## config.mk

```make
export PLATFORM = sky130hd
export DESIGN_NAME = psd_sqrt_cell
export DESIGN_NICKNAME = d
export VERILOG_FILES = /design/src/design/psd_pkg.sv /design/src/design/psd_sqrt_cell.sv
export SDC_FILE = /design/constraint.sdc
export NUM_CORES = 1
export LEC_CHECK = 0
export BUFFER_PORTS_ARGS = -buffer_cell sky130_fd_sc_hd__buf_2
export CELL_PAD_IN_SITES_DETAIL_PLACEMENT = 0
export CELL_PAD_IN_SITES_GLOBAL_PLACEMENT = 1
export CORE_AREA = 2 2 262 264
export DETAILED_ROUTE_END_ITERATION = 10
export DIE_AREA = 0 0 264 266
export PLACE_DENSITY_LB_ADDON = 0.12
export SLEW_MARGIN = 20
export SYNTH_ARGS = -nofsm -noshare
export SYNTH_HDL_FRONTEND = slang
export SYNTH_SLANG_ARGS = --single-unit
export TNS_END_PERCENT = 10
```

## constraint.sdc

```tcl
create_clock -name clock -period 14 [get_ports clock]
set_input_delay 2.8 -clock clock [delete_from_list [all_inputs] [get_ports clock]]
set_output_delay 2.8 -clock clock [all_outputs]
set_load 0.005 [all_outputs]
```

## src/design/psd_pkg.sv

```systemverilog
// Types, constants and step functions of the point to segment distance block.
`timescale 1ns / 1ps
package psd_pkg;

   localparam int COORD_W    = 32;
   localparam int OFF_W      = 33;
   localparam int PROD_W     = 66;
   localparam int SUM_W      = 67;
   localparam int RAD_W      = 96;
   localparam int ROOT_W     = 48;
   localparam int REM_W      = 50;
   localparam int NUM_W      = 82;
   localparam int QUO_W      = 35;
   localparam int DIST_W     = 33;
   localparam int NORM_W     = 16;
   localparam int SQRT_STEPS = RAD_W / 2;
   localparam int DIV_STEPS  = QUO_W;
   localparam int RAD_SHIFT  = 28;
   localparam int DIST_SHIFT = 14;
   localparam int NORM_SHIFT = 28;

   localparam logic [DIST_W-1:0] DIST_TOP = '1;
   localparam logic [QUO_W-1:0]  UNIT_Q   = QUO_W'(16384);

   // What travels beside the arithmetic: case flags, cross magnitude, normal direction.
   typedef struct packed {
      logic              on_seg;
      logic              found;
      logic              sx;
      logic              sy;
      logic [SUM_W-1:0]  cmag;
      logic [OFF_W-1:0]  mx;
      logic [OFF_W-1:0]  my;
   } psd_job_type;

   typedef struct packed {
      logic [RAD_W-1:0]  rad;
      logic [ROOT_W-1:0] root;
      logic [REM_W-1:0]  rem;
      psd_job_type       job;
   } psd_sq_type;

   typedef struct packed {
      logic [ROOT_W-1:0] rem;
      logic [QUO_W-1:0]  nlo;
      logic [QUO_W-1:0]  quo;
   } psd_lane_type;

   typedef struct packed {
      logic [ROOT_W-1:0] s;
      psd_lane_type      ld;
      psd_lane_type      lx;
      psd_lane_type      ly;
      psd_job_type       job;
   } psd_dv_type;

   // One digit of the square root: bring down two radicand bits, try the next root bit.
   function automatic psd_sq_type psd_sq_step(input psd_sq_type a);
      psd_sq_type       r;
      logic [REM_W+1:0] t;
      logic [REM_W+1:0] trial;
      r     = a;
      t     = {a.rem, a.rad[RAD_W-1 -: 2]};
      trial = {2'b00, a.root, 2'b01};
      r.rad = {a.rad[RAD_W-3:0], 2'b00};
      if (t >= trial) begin
         r.rem  = REM_W'(t - trial);
         r.root = {a.root[ROOT_W-2:0], 1'b1};
      end else begin
         r.rem  = t[REM_W-1:0];
         r.root = {a.root[ROOT_W-2:0], 1'b0};
      end
      return r;
   endfunction

   // One restoring division step of a lane against divisor s.
   function automatic psd_lane_type psd_lane_step(input psd_lane_type a,
                                                  input logic [ROOT_W-1:0] s);
      psd_lane_type    r;
      logic [ROOT_W:0] t;
      r     = a;
      t     = {a.rem, a.nlo[QUO_W-1]};
      r.nlo = {a.nlo[QUO_W-2:0], 1'b0};
      if (t >= {1'b0, s}) begin
         r.rem = ROOT_W'(t - {1'b0, s});
         r.quo = {a.quo[QUO_W-2:0], 1'b1};
      end else begin
         r.rem = t[ROOT_W-1:0];
         r.quo = {a.quo[QUO_W-2:0], 1'b0};
      end
      return r;
   endfunction

   // Clamp a quotient to one unit and apply the component's sign; zero when szero is set.
   function automatic logic [NORM_W-1:0] psd_unit(input logic [QUO_W-1:0] q,
                                                 input logic neg,
                                                 input logic szero);
      logic [QUO_W-1:0] c;
      c = (q > UNIT_Q) ? UNIT_Q : q;
      if (szero) return '0;
      return neg ? NORM_W'(-c) : c[NORM_W-1:0];
   endfunction

endpackage

```

## src/design/psd_sqrt_cell.sv

```systemverilog
// One square root cell: a root digit per transaction, handed to the next cell.
`timescale 1ns / 1ps
module psd_sqrt_cell (
   input  logic                clock,
   input  logic                reset,
   input  logic                in_valid,
   output logic                in_ready,
   input  psd_pkg::psd_sq_type in_data,
   output logic                out_valid,
   input  logic                out_ready,
   output psd_pkg::psd_sq_type out_data
);

   logic                valid_ff;
   psd_pkg::psd_sq_type data_ff;

   assign in_ready = !valid_ff || out_ready;

   always_ff @(posedge clock) begin
      if (reset) valid_ff <= 1'b0;
      else if (in_ready) valid_ff <= in_valid;
   end

   always_ff @(posedge clock) begin
      if (in_ready) data_ff <= psd_pkg::psd_sq_step(in_data);
   end

   assign out_valid = valid_ff;
   assign out_data  = data_ff;

endmodule

```

# == Yosys cells after proc, flatten, opt, wreduce, memory -nomap -nowiden ==
# Cells that the tools add are included.
# op_classes
n_addsub,1
n_mul,0
div_mod_pow,0
order_cmp,1
n_eq_ne,0
shift,0
muxes,1
n_bitwise,0
n_reduce_logical,2
# ops
operator,n
>= comparator 52 x 50 -> 1 bit,1
two-way mux 51 bit,1
subtractor 50 bit,1
logical NOT 1 bit,1
logical OR 1 bit,1
# totals
register_bits,330
latchBits,0
ramBits,0
rom_bits,0
output_inout_bits,333
n_memories,0

# == Logic depth before layout (Yosys ltp) ==
# Gate-level depths: netlist of run 1.
# logic_depth
ltp_word,2
depth_mapped,13
depth_no_buf,11

# == Worst setup path after synthesis of run 1 ==
# OpenSTA, ideal clock, no wires.
# synth_timing
path_kind,input -> output
start,in out_ready
end,out in_ready
t_arrival_ps,10710
path_slack_ps,490
stages,1
n_path_buf,0
path_cell_list,nand2b_1
# synth_between
elab_chain_cells,1
# synth_rtl
element,line_no,source
start: declaration,psd_sqrt_cell.sv:10,"input logic out_ready,"
logical OR 1 bit,psd_sqrt_cell.sv:17,assign in_ready = !valid_ff || out_ready;
end: declaration,psd_sqrt_cell.sv:7,"output logic in_ready,"
# Every way passes these cells.

# == Final worst setup path of run 1 ==
# Ends and elaborated chain as after synthesis.

==> impl_metrics.tcl, run 1 <==
set metrics [dict create \
    synth-edff-count 329 \
    wirelength_mm 56.8 \
    netlist.area_leader.share_pct 71.9 \
    via_per_inst 4.07 \
    gp_congestion 0.783 \
    dpl_cell_area_sq_mm 0.0181 \
    slew_violations 0 \
    slew_headroom_pct 28.4 \
    arrival_ns 3.62 \
    path_class "primary input to output port" \
    cts_setup_buffers 0 \
    status "completed" \
    post-route-min-period_ns 6.42 \
    synth_most_common_cell "edfxtp_1" \
    fin_util_pct 28.7 \
    initial_utilization_pct 20.3 \
    ys_warn_count 0 \
    post-route-cell-area_sq_mm 0.0194 \
    cts_tree "built" \
    vias 10000 \
    worst_pin_slew_ns 1.07 \
    yosys-top-cells-count "329 x edfxtp_1, 66 x a21oi_1, 64 x inv_1, 50 x ha_1, 45 x nand2_1" \
    wire_per_inst_um 23.0 \
    clkSlewWorstSetupHoldPaths_ns 0.06 \
    grt_pass1_vias 10200 \
    syn_avg_cell_area_sq_um 16.0 \
    setup_viol 0 \
    ant_nets 0 \
    drc 0 \
    die_area_sq_mm 0.0702 \
    dpl.hpwl_mm 45.4 \
    grt_pass1_wl_mm 77.6 \
    p_leak_nw 8.61 \
    drive_gt1_share_pct 49.3 \
    pin_count 668 \
    grt_usage_pct 15.4 \
    area_delta_synth_final_pct 41.5 \
    end_kind "output port" \
    synth-seq-cells 330 \
    rsz0062_at_grt "false" \
    cts_num_sinks 330 \
    coreArea_sq_mm 0.0677 \
    multiInputGateArea_sq_mm 0.00346 \
    port_buffers 665 \
    synthDistinctLibCells 58 \
    finalHoldViolCount 0 \
    synth.area.top_cells "edfxtp_1 72%, ha_1 4.6%, mux2_4 4.2%, a21oi_1 2.4%, xnor2_1 2.0%" \
    p_per_area_mw_per_mm2 140 \
    post-route-period-util_pct 45.9 \
    hp-class "flip-flop to flip-flop" \
    fmax_ghz 0.156 \
    cts-root-buf "clkbuf_16" \
    tns_ns 0 \
    worst_ep_required_time_ns 11.20 \
    async_flop_share_pct 0 \
    ctsResizeCount 0 \
    h-tree-depth 2 \
    grt_overflow 0 \
    seq_area_sq_mm 0.00990 \
    die_h_um 266 \
    hold_buffers 0 \
    synth_area_sq_mm 0.0137 \
    synth_cells 860 \
    first_iter_violations 521 \
    finalNetCount 1935 \
    worstPathMaxFanout 36 \
    seq_area_frac_synth_pct 72.0 \
    drt_pre_antenna_iters 6 \
    clk_latency_ns 0.56 \
    grt_max_degree 148 \
    cts_made_buffers 42 \
    cp-start-kind "primary input" \
    antenna_found_initial 22 \
    ys.flop_type "edfxtp_1" \
    peakVddDrop_uv 70.0 \
    die_w_um 264 \
    yosysTopAreaCell "edfxtp_1" \
    cts_max_path_buffers 3 \
    drv_cap 0 \
    num_rows 96 \
    skew_ns 0.0116 \
    n_fill_cell 7142 \
]
## kinds of logic after synthesis
family | after synthesis | share of synthesized area (%)
DFF | 330 | 72.0
adders and majority gates | 50 | 4.55
other | 1 | 0.0273
and+or+nand+nor | 128 | 4.62
buffers and inverters | 88 | 2.94
muxes | 41 | 4.37
AOI/OAI and AO/OA | 175 | 8.47
xor gates and xnor gates | 47 | 3.00
## where the power goes
group	internal, W	total (W)	switching [W]
clock	0.000639	0.00108	0.000443
sequential	0.00119	0.00122	0.0000216
combinational	0.000187	0.000416	0.000228
total	0.00202	0.00271	0.000693
## layout make-up
class | instances | share of cell area, %
Clock buffer | 51 | 5.69
Antenna cell | 6 | 0.0772
Timing Repair Buffer | 669 | 17.3
Multi-Input combinational cell | 443 | 17.8
Inverter | 64 | 1.24
Clock inverter | 24 | 1.29
Tap cell | 882 | 5.67
Sequential cell | 330 | 50.9
## final timing paths
path | cells past startpoint | end | from | slack [ns]
max | 3 | in_ready | out_ready | 7.58
min | 1 | out_data[45] | out_valid | 1.02
max reg2reg | 3 | out_data[248] | out_valid | 11.32
min reg2reg | 1 | out_data[45] | out_valid | 1.02
## metal layers
layer / vias to the layer above / track usage [%] / wire length (um)
met5: - / 0 / 253
met4: 24 / 5.54 / 1970
met3: 106 / 6.14 / 4800
met2: 383 / 28.1 / 29500
met1: 4884 / 16.0 / 20300
li1: 4647 / - / -
## critical path, cell delays in order
cell      delay, ns
buf_2          0.08
nand2b_4       0.46
buf_2          0.25
## cells in the final DEF, fill, tap and decap left out, types with 14 or more instances in the layout
cell type  Yosys  layout
ha_1          50      50
xor2_1        15      15
xnor2_1       32      32
nor3_1        15      15
edfxtp_1     329     329
buf_2          1     665
mux2_4        38      38
clkbuf_16      0      43
o21ai_0       27      27
a21oi_1       66      66
a21o_1        16      16
nand4_1       14      14
inv_1         64      64
nor2_1        20      20
nand2_1       45      45
## per-stage QoR
step           std cells  total power [W]  setup slack, ns  hold slack, ns
3_5_place_dp        2388          0.00166             7.32            1.04
3_3_place_gp        2388          0.00166             7.35            1.04
5_1_grt             2464          0.00284             7.53            1.09
4_1_cts             2463          0.00278             7.58            1.05
2_1_floorplan        861          0.00144            0.490            2.87
6_report            2469          0.00271             7.58            1.02
## state kept, by name, summed over array words and instances, names as in the netlist
register and count:
out_valid 1, out_data 329
No activity file was read; power rests on OpenSTA's default activity.
==> run 2, diff against run 1 <==
- ABC_AREA: default -> 1
- CORE_AREA: 2 2 262 264 -> 2 2 257 259
- DIE_AREA: 0 0 264 266 -> 0 0 259 261
- clock period: 14 -> 6.4 ns (I/O delays scaled with it)
==> impl_metrics.tcl, run 2 <==
set metrics [dict create \
    ys_warn_count 0 \
    worst_pin_slew_ns 0.899 \
    layout_commonest_cell "buf_2" \
    clk_latency_ns 0.57 \
    p_leak_nw 10.4 \
    cp-start-kind "primary input" \
    ant_nets 0 \
    antenna_found_initial 48 \
    critPathMaxStageDelay_ns 0.67 \
    netlist.area_leader.share_pct 64.6 \
    wire_per_inst_um 25.2 \
    r2r_slack_ns 4.24 \
    cts_setup_buffers 0 \
    clkSlewWorstSetupHoldPaths_ns 0.06 \
    grt_overflow 0 \
    peakVddDrop_uv 148 \
    path_class "primary input to flip-flop" \
    initial_utilization_pct 23.5 \
    synth.area.top_cells "edfxtp_1 65%, nand2_1 11%, inv_1 6.9%, ha_1 4.1%, nor2_1 2.1%" \
    ctsResizeCount 0 \
    cts_max_path_buffers 3 \
    status "completed" \
    end_kind "flip-flop" \
    die_w_um 259 \
    dpl.hpwl_mm 65.0 \
    layout_setup_ws_ns 2.25 \
    worst_ep_required_time_ns 6.70 \
    multiInputGateArea_sq_mm 0.00420 \
    slew_violations 0 \
    cts_tree "built" \
    num_rows 94 \
    post-route-min-period_ns 4.15 \
    path_common_cell "nand3_2" \
    grt_pass1_wl_mm 103 \
    worstPathMaxFanout 36 \
    p_per_area_mw_per_mm2 287 \
    drc 0 \
    arrival_ns 4.45 \
    fmax_ghz 0.241 \
    tns_ns 0 \
    cts_made_buffers 42 \
    synth_most_common_cell "nand2_1" \
    drv_cap 0 \
    crit_chain "buf_2 -> inv_1 -> ha_1 -> nand2_1 -> nor2_2 -> inv_2 -> nor2_4 -> nand2_2 -> nor3_2 -> nand3_2 -> nand3_2 -> buf_4 -> o21ai_0" \
    yosys-top-cells-count "460 x nand2_1, 329 x edfxtp_1, 281 x inv_1, 84 x nor2_1, 50 x ha_1" \
    die_h_um 261 \
    synthDistinctLibCells 37 \
    synth_area_sq_mm 0.0153 \
    cts-root-buf "clkbuf_16" \
    grt_pass1_vias 12900 \
    n_fill_cell 6988 \
    grt_max_degree 141 \
    async_flop_share_pct 0 \
    yosysTopAreaCell "edfxtp_1" \
    finalHoldViolCount 0 \
    pin_count 668 \
    seq_area_frac_synth_pct 64.7 \
    coreArea_sq_mm 0.0650 \
    finalNetCount 2548 \
    h-tree-depth 2 \
    setup_viol 0 \
    slew_headroom_pct 40.1 \
    rsz0062_at_grt "false" \
    dp_slack_ns 1.57 \
    final_cell_mix "665 x buf_2, 459 x nand2_1, 329 x edfxtp_1" \
    synth_cells 1463 \
    post-route-period-util_pct 64.9 \
    area_delta_synth_final_pct 37.6 \
    via_per_inst 4.19 \
    hp-class "primary input to flip-flop" \
    drive_gt1_share_pct 35.7 \
    synth-edff-count 329 \
    seq_area_sq_mm 0.00990 \
    synth-seq-cells 330 \
    skew_ns 0.0136 \
    gp_congestion 0.914 \
    syn_avg_cell_area_sq_um 10.5 \
    port_buffers 665 \
    wirelength_mm 77.3 \
    ys.flop_type "edfxtp_1" \
    cts_num_sinks 330 \
    slowest_stage "nand3_2" \
    die_area_sq_mm 0.0676 \
    largest_reg_flops 329 \
    drt_pre_antenna_iters 5 \
    grt_usage_pct 22.0 \
    first_iter_violations 770 \
    vias 12800 \
    hold_buffers 0 \
]
run 2: final timing paths:
path / startpoint / end / depth (start not counted)
setup reg to reg: out_valid / out_data[193] / 2
setup / recovery: in_data[210] / out_data[143] / 13
hold / removal: reset / out_valid / 2
hold reg to reg: out_valid / out_valid / 2
run 2: layout make-up:
class / count / share of cell area [%]
clock inverter: 30 / 1.50
tap: 864 / 5.13
timing repair buffer: 671 / 16.1
inverter: 294 / 5.24
multi-input combinational: 824 / 20.0
antenna: 3 / 0.0356
sequential: 330 / 47.0
clock buffer: 47 / 5.08
run 2: power breakdown:
group / leakage, nW / switching (W) / internal (W)
sequential: 3.42 / 0.0000636 / 0.00261
clock: 0.682 / 0.000998 / 0.00142
combinational: 6.27 / 0.000603 / 0.000353
run 2: stage by stage:
step / util (%) / instances / hold WS, ns / instance area (sq um) / total power, W
floorplan: - / 1464 / 1.35 / 15300 / 0.00312
global placement: 30.2 / 2983 / 1.08 / 19700 / 0.00370
detailed placement: 30.2 / 2983 / 1.08 / 19700 / 0.00369
CTS: 32.4 / 3060 / 0.821 / 21100 / 0.00615
global route: 32.4 / 3061 / 0.830 / 21100 / 0.00633
finish: 32.4 / 3063 / 0.860 / 21100 / 0.00604
run 2: kinds of logic after synthesis:
kind of cell | count (synthesis) | share of synthesized area, %
compound gates | 66 | 2.34
flops | 330 | 64.7
fa+ha+maj | 50 | 4.09
simple gates | 678 | 19.3
buf+inv | 310 | 7.99
other cells | 1 | 0.0245
xor+xnor | 28 | 1.60
run 2: routing by layer:
metal | GRT usage (%) | vias up | wire length [um]
met5 | 0 | - | 138
met4 | 4.06 | 20 | 1470
met2 | 40.4 | 473 | 39700
li1 | - | 6144 | -
met1 | 26.3 | 6069 | 31400
met3 | 5.12 | 128 | 4620
run 2: critical path: cells and delay by family:
| family | cells | cell delay [ns] |
|---|---|---|
| simple gates | 7 | 1.83 |
| buf+inv | 4 | 0.63 |
| fa+ha+maj | 1 | 0.46 |
| compound gates | 1 | 0.16 |
