### config.mk
export PLATFORM = sky130hd
export DESIGN_NAME = psd_div_cell
export DESIGN_NICKNAME = d
export VERILOG_FILES = /design/src/design/psd_pkg.sv /design/src/design/psd_div_cell.sv
export SDC_FILE = /design/constraint.sdc
export NUM_CORES = 1
export LEC_CHECK = 0
export CAP_MARGIN = 30
export CORE_AREA = 2 2 422 424
export DETAILED_ROUTE_END_ITERATION = 16
export DIE_AREA = 0 0 424 426
export DONT_BUFFER_PORTS = 1
export GPL_TIMING_DRIVEN = 0
export PLACE_DENSITY = 0.34
export SYNTH_ARGS = -nofsm -noshare
export SYNTH_HDL_FRONTEND = slang
export SYNTH_SLANG_ARGS = --single-unit
### constraint.sdc
create_clock -name clock -period 22.9 [get_ports clock]
set_input_delay 1.145 -clock clock [delete_from_list [all_inputs] [get_ports clock]]
set_output_delay 1.145 -clock clock [all_outputs]
set_load 0.05 [all_outputs]
### src/design/psd_pkg.sv
// Types, constants and step functions of the point to segment distance block.
`timescale 1ns / 1ps
package psd_pkg;

   localparam int COORD_W    = 32;
   localparam int OFF_W      = 33;
   localparam int PROD_W     = 66;
   localparam int SUM_W      = 67;
   localparam int RAD_W      = 96;
   localparam int ROOT_W     = 48;
   localparam int REM_W      = 50;
   localparam int NUM_W      = 82;
   localparam int QUO_W      = 35;
   localparam int DIST_W     = 33;
   localparam int NORM_W     = 16;
   localparam int SQRT_STEPS = RAD_W / 2;
   localparam int DIV_STEPS  = QUO_W;
   localparam int RAD_SHIFT  = 28;
   localparam int DIST_SHIFT = 14;
   localparam int NORM_SHIFT = 28;

   localparam logic [DIST_W-1:0] DIST_TOP = '1;
   localparam logic [QUO_W-1:0]  UNIT_Q   = QUO_W'(16384);

   // What travels beside the arithmetic: case flags, cross magnitude, normal direction.
   typedef struct packed {
      logic              on_seg;
      logic              found;
      logic              sx;
      logic              sy;
      logic [SUM_W-1:0]  cmag;
      logic [OFF_W-1:0]  mx;
      logic [OFF_W-1:0]  my;
   } psd_job_type;

   typedef struct packed {
      logic [RAD_W-1:0]  rad;
      logic [ROOT_W-1:0] root;
      logic [REM_W-1:0]  rem;
      psd_job_type       job;
   } psd_sq_type;

   typedef struct packed {
      logic [ROOT_W-1:0] rem;
      logic [QUO_W-1:0]  nlo;
      logic [QUO_W-1:0]  quo;
   } psd_lane_type;

   typedef struct packed {
      logic [ROOT_W-1:0] s;
      psd_lane_type      ld;
      psd_lane_type      lx;
      psd_lane_type      ly;
      psd_job_type       job;
   } psd_dv_type;

   // One digit of the square root: bring down two radicand bits, try the next root bit.
   function automatic psd_sq_type psd_sq_step(input psd_sq_type a);
      psd_sq_type       r;
      logic [REM_W+1:0] t;
      logic [REM_W+1:0] trial;
      r     = a;
      t     = {a.rem, a.rad[RAD_W-1 -: 2]};
      trial = {2'b00, a.root, 2'b01};
      r.rad = {a.rad[RAD_W-3:0], 2'b00};
      if (t >= trial) begin
         r.rem  = REM_W'(t - trial);
         r.root = {a.root[ROOT_W-2:0], 1'b1};
      end else begin
         r.rem  = t[REM_W-1:0];
         r.root = {a.root[ROOT_W-2:0], 1'b0};
      end
      return r;
   endfunction

   // One restoring division step of a lane against divisor s.
   function automatic psd_lane_type psd_lane_step(input psd_lane_type a,
                                                  input logic [ROOT_W-1:0] s);
      psd_lane_type    r;
      logic [ROOT_W:0] t;
      r     = a;
      t     = {a.rem, a.nlo[QUO_W-1]};
      r.nlo = {a.nlo[QUO_W-2:0], 1'b0};
      if (t >= {1'b0, s}) begin
         r.rem = ROOT_W'(t - {1'b0, s});
         r.quo = {a.quo[QUO_W-2:0], 1'b1};
      end else begin
         r.rem = t[ROOT_W-1:0];
         r.quo = {a.quo[QUO_W-2:0], 1'b0};
      end
      return r;
   endfunction

   // Clamp a quotient to one unit and apply the component's sign; zero when szero is set.
   function automatic logic [NORM_W-1:0] psd_unit(input logic [QUO_W-1:0] q,
                                                 input logic neg,
                                                 input logic szero);
      logic [QUO_W-1:0] c;
      c = (q > UNIT_Q) ? UNIT_Q : q;
      if (szero) return '0;
      return neg ? NORM_W'(-c) : c[NORM_W-1:0];
   endfunction

endpackage

### src/design/psd_div_cell.sv
// One divider cell: a quotient bit for each of the three lanes per transaction.
`timescale 1ns / 1ps
module psd_div_cell (
   input  logic                clock,
   input  logic                reset,
   input  logic                in_valid,
   output logic                in_ready,
   input  psd_pkg::psd_dv_type in_data,
   output logic                out_valid,
   input  logic                out_ready,
   output psd_pkg::psd_dv_type out_data
);

   logic                valid_ff;
   psd_pkg::psd_dv_type data_ff;
   psd_pkg::psd_dv_type data_in;

   assign in_ready = !valid_ff || out_ready;

   always_comb begin
      data_in    = in_data;
      data_in.ld = psd_pkg::psd_lane_step(in_data.ld, in_data.s);
      data_in.lx = psd_pkg::psd_lane_step(in_data.lx, in_data.s);
      data_in.ly = psd_pkg::psd_lane_step(in_data.ly, in_data.s);
   end

   always_ff @(posedge clock) begin
      if (reset) valid_ff <= 1'b0;
      else if (in_ready) valid_ff <= in_valid;
   end

   always_ff @(posedge clock) begin
      if (in_ready) data_ff <= data_in;
   end

   assign out_valid = valid_ff;
   assign out_data  = data_ff;

endmodule

# ---- Word-level counts from Yosys, hierarchy flattened
# Cells that the tools add are included.
dict set report word_totals {
  ff_bits 537
  in_bits 543
  out_inout_bits 541
  elab_cells 32
}
dict set report classes {
  addsub 3
  order_cmp 3
  n_mux 6
  reduce_logical 2
}
# op n
set ops {}
lappend ops {{49-bit by 48-bit greater-or-equal comparator with 1-bit output} 3}
lappend ops {{48-bit 2-to-1 mux} 3}
lappend ops {{48-bit subtractor} 3}
lappend ops {{1-bit 2-to-1 mux} 3}
lappend ops {{1-bit zero test} 1}
lappend ops {{1-bit logical OR} 1}

# ---- Depth between registers and ports, before layout
# Gate-level depths: netlist of the first run.
dict set report depth {
  word_depth 2
  ltp_mapped 15
  mapped_depth_nobuf 13
}

# ---- Worst setup path after synthesis of the first run
# OpenSTA, ideal clock, no wires.
dict set report synth_timing {
  kind {input to output}
  start {in out_ready}
  end {out in_ready}
  arrival_ns 14.278
  path_slack_ns 7.477
  stages 1
  cell_sequence {nand2b_1}
}
dict set report synth_between {
  elab_chain_cells 1
}
# item line
set synth_rtl {}
lappend synth_rtl {{start: declaration} psd_div_cell.sv:10} ;# input logic out_ready,
lappend synth_rtl {{1-bit logical OR} psd_div_cell.sv:18} ;# assign in_ready = !valid_ff || out_ready;
lappend synth_rtl {{end: declaration} psd_div_cell.sv:7} ;# output logic in_ready,
# Every way passes these cells.

==> summary.txt, run 1 <==
Clock tree
  • Cts bufs inserted: 73
  • H-tree depth: 3
  • # hold bufs at CTS: 0
  • Post-CTS Resized: 0
  • Num Clock Sinks: 537
  • CTS Buffer Depth: 3
  • CTS Root Cell: clkbuf_16
  • Setup bufs post-CTS: 0
  • CTS tree: built
  • Worst skew pair latency: 0.69 ns
  • Clock slew at reported path FFs: 0.06 ns

Yosys
  • Syn Area/Cell: 12.5 um2
  • Post-synthesis adder-cell area fraction: 7.17%
  • Synth unique cells: 78
  • Main combinational cell family by area after synthesis: compound AO/OA/AOI/OAI gates
  • Post-synthesis compound-gate area fraction: 15.0%
  • EDFF count, synth: 536
  • Sequential cell area fraction in the yosys report: 62.0%
  • Primary FF master, synth: edfxtp_1
  • Post-Synth XOR/XNOR Area: 4.18%
  • Post-Synthesis Cells: 2075
  • Mapped Area: roughly 26000 um2
  • Yosys warns: 0
  • Mux cell area share after synthesis: 0.506%
  • Flops & latches, synth: approximately 540
  • Post-Synth Simple-Gate Area: about 8.4%
  • Async SR Flop Fraction: 0%

STA
  • Final max-slew violation count: 0
  • Clk_skew: approximately 0.016 ns
  • RSZ-0062 raised after global routing: false
  • Period minus WS final: about 5 ns
  • Worst slew margin: 37.2%
  • Setup ws final: roughly 18 ns
  • Max frequency: 197 MHz
  • Worst-margin pin slew: 0.942 ns
  • Period Utilization, post-route: 22.1%
  • Final hold viol count: 0
  • Final setup viols: 0

Worst setup path
  • CP Launch Type: primary input
  • Crit-path slowest cell: clkbuf_1
  • Crit Path Max Fanout: 10
  • Most used cell, CP: a211o_1
  • CP Class: primary input to flip-flop
  • Crit-path cells: inv_1 -> ha_1 -> a21oi_1 -> o221ai_1 -> a211o_1 -> a211o_1 -> o211ai_1 -> o21ai_2 -> a21oi_4 -> clkbuf_1 -> o21ai_0
  • Worst stage delay on the critical path: 0.76 ns
  • CP endpoint kind: flip-flop
  • CP required: 23.25 ns
  • Arr. time, crit path: 5.42 ns

Layout
  • Layout cells sized above 1: 8.19%
  • Final nets: 2852
  • P&R area growth vs syn: 21.9%
  • Finished Layout Cells: 4586
  • Area of the multi-input gates: about 9200 um2
  • Reg area: around 16000 um2
  • FILL cells: 19200

Floorplan
  • Row count: 154
  • Die width: 424 um
  • Die area: 181000 um2
  • Core area: 176000 um2
  • I/O pins: ~1100
  • Die Ht: 426 um
  • Starting Density: 14.8%

Outcome
  • Outcome: completed

Global route
  • Number of global-route vias before repair: 18000
  • Largest net degree at the start of global routing: 70
  • Total track usage: 15.5%
  • Grt total ovfl: 0
  • Initial antenna violation count: slightly below 70
  • First-pass GRT wire length: between 150 and 200 mm

Route
  • DRT iter0 DRCs: ~1100
  • DR vias/cell: around 3.9
  • Routed WL: 146 mm
  • Avg WL per Cell: 31.9 um
  • Vias: between 15000 and 20000
  • Met3 wire len: 11.0 mm
  • Post-route DRC: 0
  • DRT Pass-1 Iters: 5
  • Top Metal Used: met5
  • Detail Route Antenna Nets: 0
  • WL met1: 46.3 mm
  • Met2 Routed Length: 82.4 mm

Pwr
  • Leakage power: 11.6 nW
  • Maximum vdd ir drop: approximately 50 uV
  • P per Cell Area: 102 nW/um2

Min path
  • Tightest Hold Check Type: primary input to flip-flop

Placement
  • RD Place Congestion: between 0.8 and 0.9
  • Post-Place Cells: 4427
  • IO Port Bufs: 0
  • DPL Wire Length: 123 mm
  • Pre-CTS setup slack: ~17 ns

Job
  • Max-cap violation count: 0
cell type report:
class | instances | share of cell area, %
Timing Repair Buffer | 10 | 0.806
Clock inverter | 49 | 1.70
Inverter | 99 | 1.17
Tap cell | 2340 | 9.25
Buffer | 69 | 1.05
Sequential cell | 537 | 50.9
Antenna cell | 24 | 0.190
Multi-Input combinational cell | 1372 | 29.0
Clock buffer | 86 | 5.92
metrics by stage:
stage / instance area, um2 / hold slack, ns / util, % / TNS, ns / power [mW]
final: 31700 / 0.515 / 18.0 / 0 / 3.23
after floorplan: 26000 / 1.21 / - / 0 / 1.90
after global routing: 31600 / 0.472 / 18.0 / 0 / 3.35
after CTS: 31600 / 0.429 / 18.0 / 0 / 3.30
after detailed placement: 29200 / 1.22 / 16.6 / 0 / 2.09
after global placement: 28900 / 1.22 / 16.5 / -190.45 / 2.13
layer usage:
| metal | vias to the layer above | global-route usage, % |
|---|---|---|
| met5 | - | 0 |
| li1 | 8033 | - |
| met4 | 30 | 7.25 |
| met2 | 812 | 30.7 |
| met3 | 238 | 4.49 |
| met1 | 8811 | 14.3 |
Yosys cell counts, types with 7 or more instances:
master | number | area [um2]
a211oi_1 | 11 | 82.6
a21o_1 | 90 | 676
a31oi_1 | 16 | 100
nand2_1 | 213 | 800
o31a_1 | 8 | 70.1
inv_1 | 97 | 364
a41oi_1 | 7 | 61.3
mux2_2 | 7 | 78.8
nand4_1 | 29 | 181
buf_2 | 8 | 40.0
edfxtp_1 | 536 | 16100
clkbuf_1 | 45 | 169
xor2_1 | 59 | 517
and3_1 | 20 | 125
o21ai_1 | 11 | 55.1
nand3_1 | 31 | 155
o21a_1 | 17 | 128
xnor2_1 | 65 | 569
o211ai_1 | 8 | 60.1
o221ai_1 | 7 | 61.3
nor3_1 | 19 | 95.1
a21oi_1 | 145 | 726
ha_1 | 144 | 1800
o31ai_1 | 15 | 113
nor2_1 | 91 | 342
a211o_1 | 9 | 78.8
nor2b_1 | 13 | 81.3
o21ai_0 | 180 | 901
nand2b_1 | 24 | 150
and2_1 | 7 | 43.8
buf_4 | 12 | 90.1
o21bai_1 | 34 | 255
worst paths after layout:
path,start,end,slack [ns],cells past startpoint
worst max register to register,out_valid,out_data[421],20.11,4
worst min-delay path,reset,out_valid,0.52,1
worst min register to register,out_valid,out_data[85],1.48,1
worst max-delay path,in_data[513],out_data[361],17.84,11
cell usage in the layout, fill, tap and decap left out, types with 9 or more instances in the layout:
master     netlist  layout
clkinv_1         0       9
xor2_1          59      59
nor2_1          91      91
nand3_1         31      31
a211o_1          9       9
o21ai_0        180     180
o21bai_1        34      34
nand4_1         29      29
ha_1           144     144
xnor2_1         65      65
buf_16           0       9
o21ai_1         11      11
inv_1           97      97
o31ai_1         15      15
diode_2          0      24
nand2b_1        24      23
clkbuf_1        45      58
a21oi_1        145     145
clkbuf_16        0      73
a211oi_1        11      11
nor3_1          19      19
nand2_1        213     213
buf_4           12      13
nor2b_1         13      13
a31oi_1         16      16
edfxtp_1       536     536
and3_1          20      20
o21a_1          17      17
a21o_1          90      90
registers in the layout, summed over array words and instances, names as in the netlist:
signal,cells
out_valid,1
out_data,536
report_power, final:
group / switching [mW] / leakage (nW) / internal (mW)
Clock: 0.506 / 1.16 / 0.667
Sequential: 0.463 / 5.58 / 1.22
Combinational: 0.243 / 4.87 / 0.129
kinds of logic (layout without fill, tap and decap cells):
| logic type | count (synthesis) | after routing |
|---|---|---|
| flops | 537 | 537 |
| fa+ha+maj | 147 | 147 |
| buf+inv | 168 | 313 |
| compound gates | 610 | 610 |
| other cells | 1 | 27 |
| mux | 12 | 12 |
| xor+xnor | 124 | 124 |
| simple gates | 476 | 476 |
worst max-delay path, delay by kind of cell:
family	cells	cell delay, ns
AO/OA/AOI/OAI	8	2.72
adder cells (fa/ha/maj)	1	0.40
buffers and inverters	2	1.12
Power figures use the tool's default switching activity.
==> inputs of run 2 (changes only) <==
Settings changed: CORE_AREA 2 2 422 424 to 2 2 425 427, DIE_AREA 0 0 424 426 to 0 0 427 429.
Clock period 22.9 ns to 5.3 ns, I/O delays scaled along.
==> summary.txt, run 2 (synthesis results as in run 1) <==
STA
  • Worst-margin pin slew: 0.999 ns
  • Clk_skew: between 0.02 and 0.025 ns
  • Max frequency: 219 MHz
  • Final setup viols: 0
  • Final hold viol count: 0
  • Setup TNS: 0 ns
  • Period Utilization, post-route: 86.1%
  • RSZ-0062 raised after global routing: false
  • Worst slew margin: between 30 and 40%
  • Period minus WS final: 4.56 ns
  • Final max-slew violation count: 0

Worst setup path
  • FF-to-FF End: out_data[195]
  • CP required: 5.65 ns
  • Worst r2r src: out_valid
  • CP Launch Type: primary input
  • Worst stage delay on the critical path: ~0.73 ns
  • CP Class: primary input to flip-flop
  • CP Launch Point: in_data[491]
  • Crit path capture: out_data[247]
  • Crit-path slowest cell: dlygate4sd3_1
  • Crit path depth: 14
  • Buf/Inv on CP: 3
  • CP endpoint kind: flip-flop
  • CP top delay family: compound AO/OA/AOI/OAI gates
  • Arr. time, crit path: ~4.9 ns
  • R2R cell count: 5
  • FF-to-FF setup slack: 2.47 ns
  • Crit Path Max Fanout: 10
  • Crit-path cells: dlygate4sd3_1 -> ha_1 -> nand2b_1 -> a21oi_1 -> o311ai_0 -> a31oi_1 -> nor4_1 -> nor3_2 -> a31oi_2 -> o31a_1 -> buf_2 -> buf_4 -> nand2_1 -> o21ai_0

Placement
  • Post-Place Cells: 4445
  • DPL Wire Length: 125 mm
  • IO Port Bufs: 0
  • RD Place Congestion: 0.827
  • Dpl cell area: 29200 um2

Global route
  • Number of global-route vias before repair: 21100
  • Total track usage: 16.4%
  • Largest net degree at the start of global routing: 69
  • Initial antenna violation count: 47
  • Grt total ovfl: 0
  • First-pass GRT wire length: about 200 mm

Clock tree
  • CTS tree: built
  • CTS Buffer Depth: 3
  • Worst skew pair latency: 0.68 ns
  • Post-CTS Resized: 0
  • CTS Root Cell: clkbuf_16
  • H-tree depth: 3
  • Cts bufs inserted: 72
  • Clock slew at reported path FFs: 0.05 ns
  • Num Clock Sinks: between 500 and 600

Layout
  • Leading cell type in the layout, fill and taps excluded: dlygate4sd3_1
  • Layout cells sized above 1: 6.42%
  • P&R area growth vs syn: 42.8%
  • Final nets: 3391
  • Commonest cells after routing, fill and taps aside: dlygate4sd3_1, edfxtp_1, nand2_1, o21ai_0, a21oi_1
  • Largest register FFs: 536
  • Final core occ: 20.8%
  • Finished Layout Cells: 5148
  • Final Instance Area: roughly 37000 um2

Route
  • Routed WL: ~160 mm
  • Avg WL per Cell: just over 30 um
  • DRT Pass-1 Iters: 5
  • Post-route DRC: 0
  • Detail Route Antenna Nets: 0
  • DRT iter0 DRCs: 1177
  • Vias: 20200
  • DR vias/cell: 3.93

Job
  • Max-cap violation count: 0

Floorplan
  • Die width: 427 um
  • Row count: 155
  • Die Ht: 429 um
  • Starting Density: 14.6%
  • I/O pins: roughly 1100
  • Die area: 183000 um2
  • Core area: 178000 um2

Min path
  • Tightest Hold Check Type: primary input to flip-flop

Outcome
  • Outcome: completed

Pwr
  • Leakage power: 13.9 nW
  • Total Power: 14.4 mW
  • Maximum vdd ir drop: 189 uV
  • P per Cell Area: 389 nW/um2
-- run 2: cell count changes in the layout (fill, tap and decap cells not counted), sizes merged --
cell         before  now
buf              32   35
bufinv            6    9
clkinv           30   22
dlygate4sd3       0  537
inv             107  106
diode            24   37
-- run 2: worst min-delay path by stage --
| stage | from | end | slack, ns | depth (start not counted) |
|---|---|---|---|---|
| floorplan | reset | out_valid | 0.33 | 1 |
| global placement | reset | out_valid | 0.34 | 1 |
| detailed placement | reset | out_valid | 0.34 | 1 |
| CTS | in_data[219] | out_data[220] | 0.003 | 3 |
| global route | in_data[464] | out_data[465] | 0.01 | 2 |
| finish | in_data[464] | out_data[465] | 0.07 | 2 |
-- run 2: metrics by stage --
step           hold WS (ns)  setup WS, ns
6_report             0.0677         0.737
5_1_grt              0.0143         0.501
4_1_cts             0.00279         0.692
3_5_place_dp          0.338         0.338
3_3_place_gp          0.336         -2.04
2_1_floorplan         0.334         0.438
-- run 2: power breakdown --
part | internal [mW] | switching (mW)
clock network | 2.99 | 2.12
logic | 0.827 | 1.18
registers | 5.27 | 2.04
total | 9.08 | 5.34
-- run 2: area by class of cell --
| type | count | area (um2) |
|---|---|---|
| Inverter | 99 | 372 |
| Tap cell | 2355 | 2950 |
| Timing Repair Buffer | 550 | 5660 |
| Fill cell | 19200 | 141000 |
| Sequential cell | 537 | 16100 |
| Buffer | 69 | 332 |
| Multi-Input combinational cell | 1372 | 9180 |
| Antenna cell | 37 | 92.6 |
| Clock buffer | 86 | 1880 |
| Clock inverter | 43 | 519 |
-- run 2: timing repair --
| item | in CTS | in global routing |
|---|---|---|
| buffers inserted | 0 | 0 |
| hold buffers | 537 | 0 |
| hold endpoints to repair | 534 | 0 |
-- run 2: per-layer routing --
metal  GRT usage [%]  part of all wire, %
met1            15.2                   32
met2            32.1                   56
met3            3.57                  5.7
met4            9.91                  6.3
met5               0                0.032
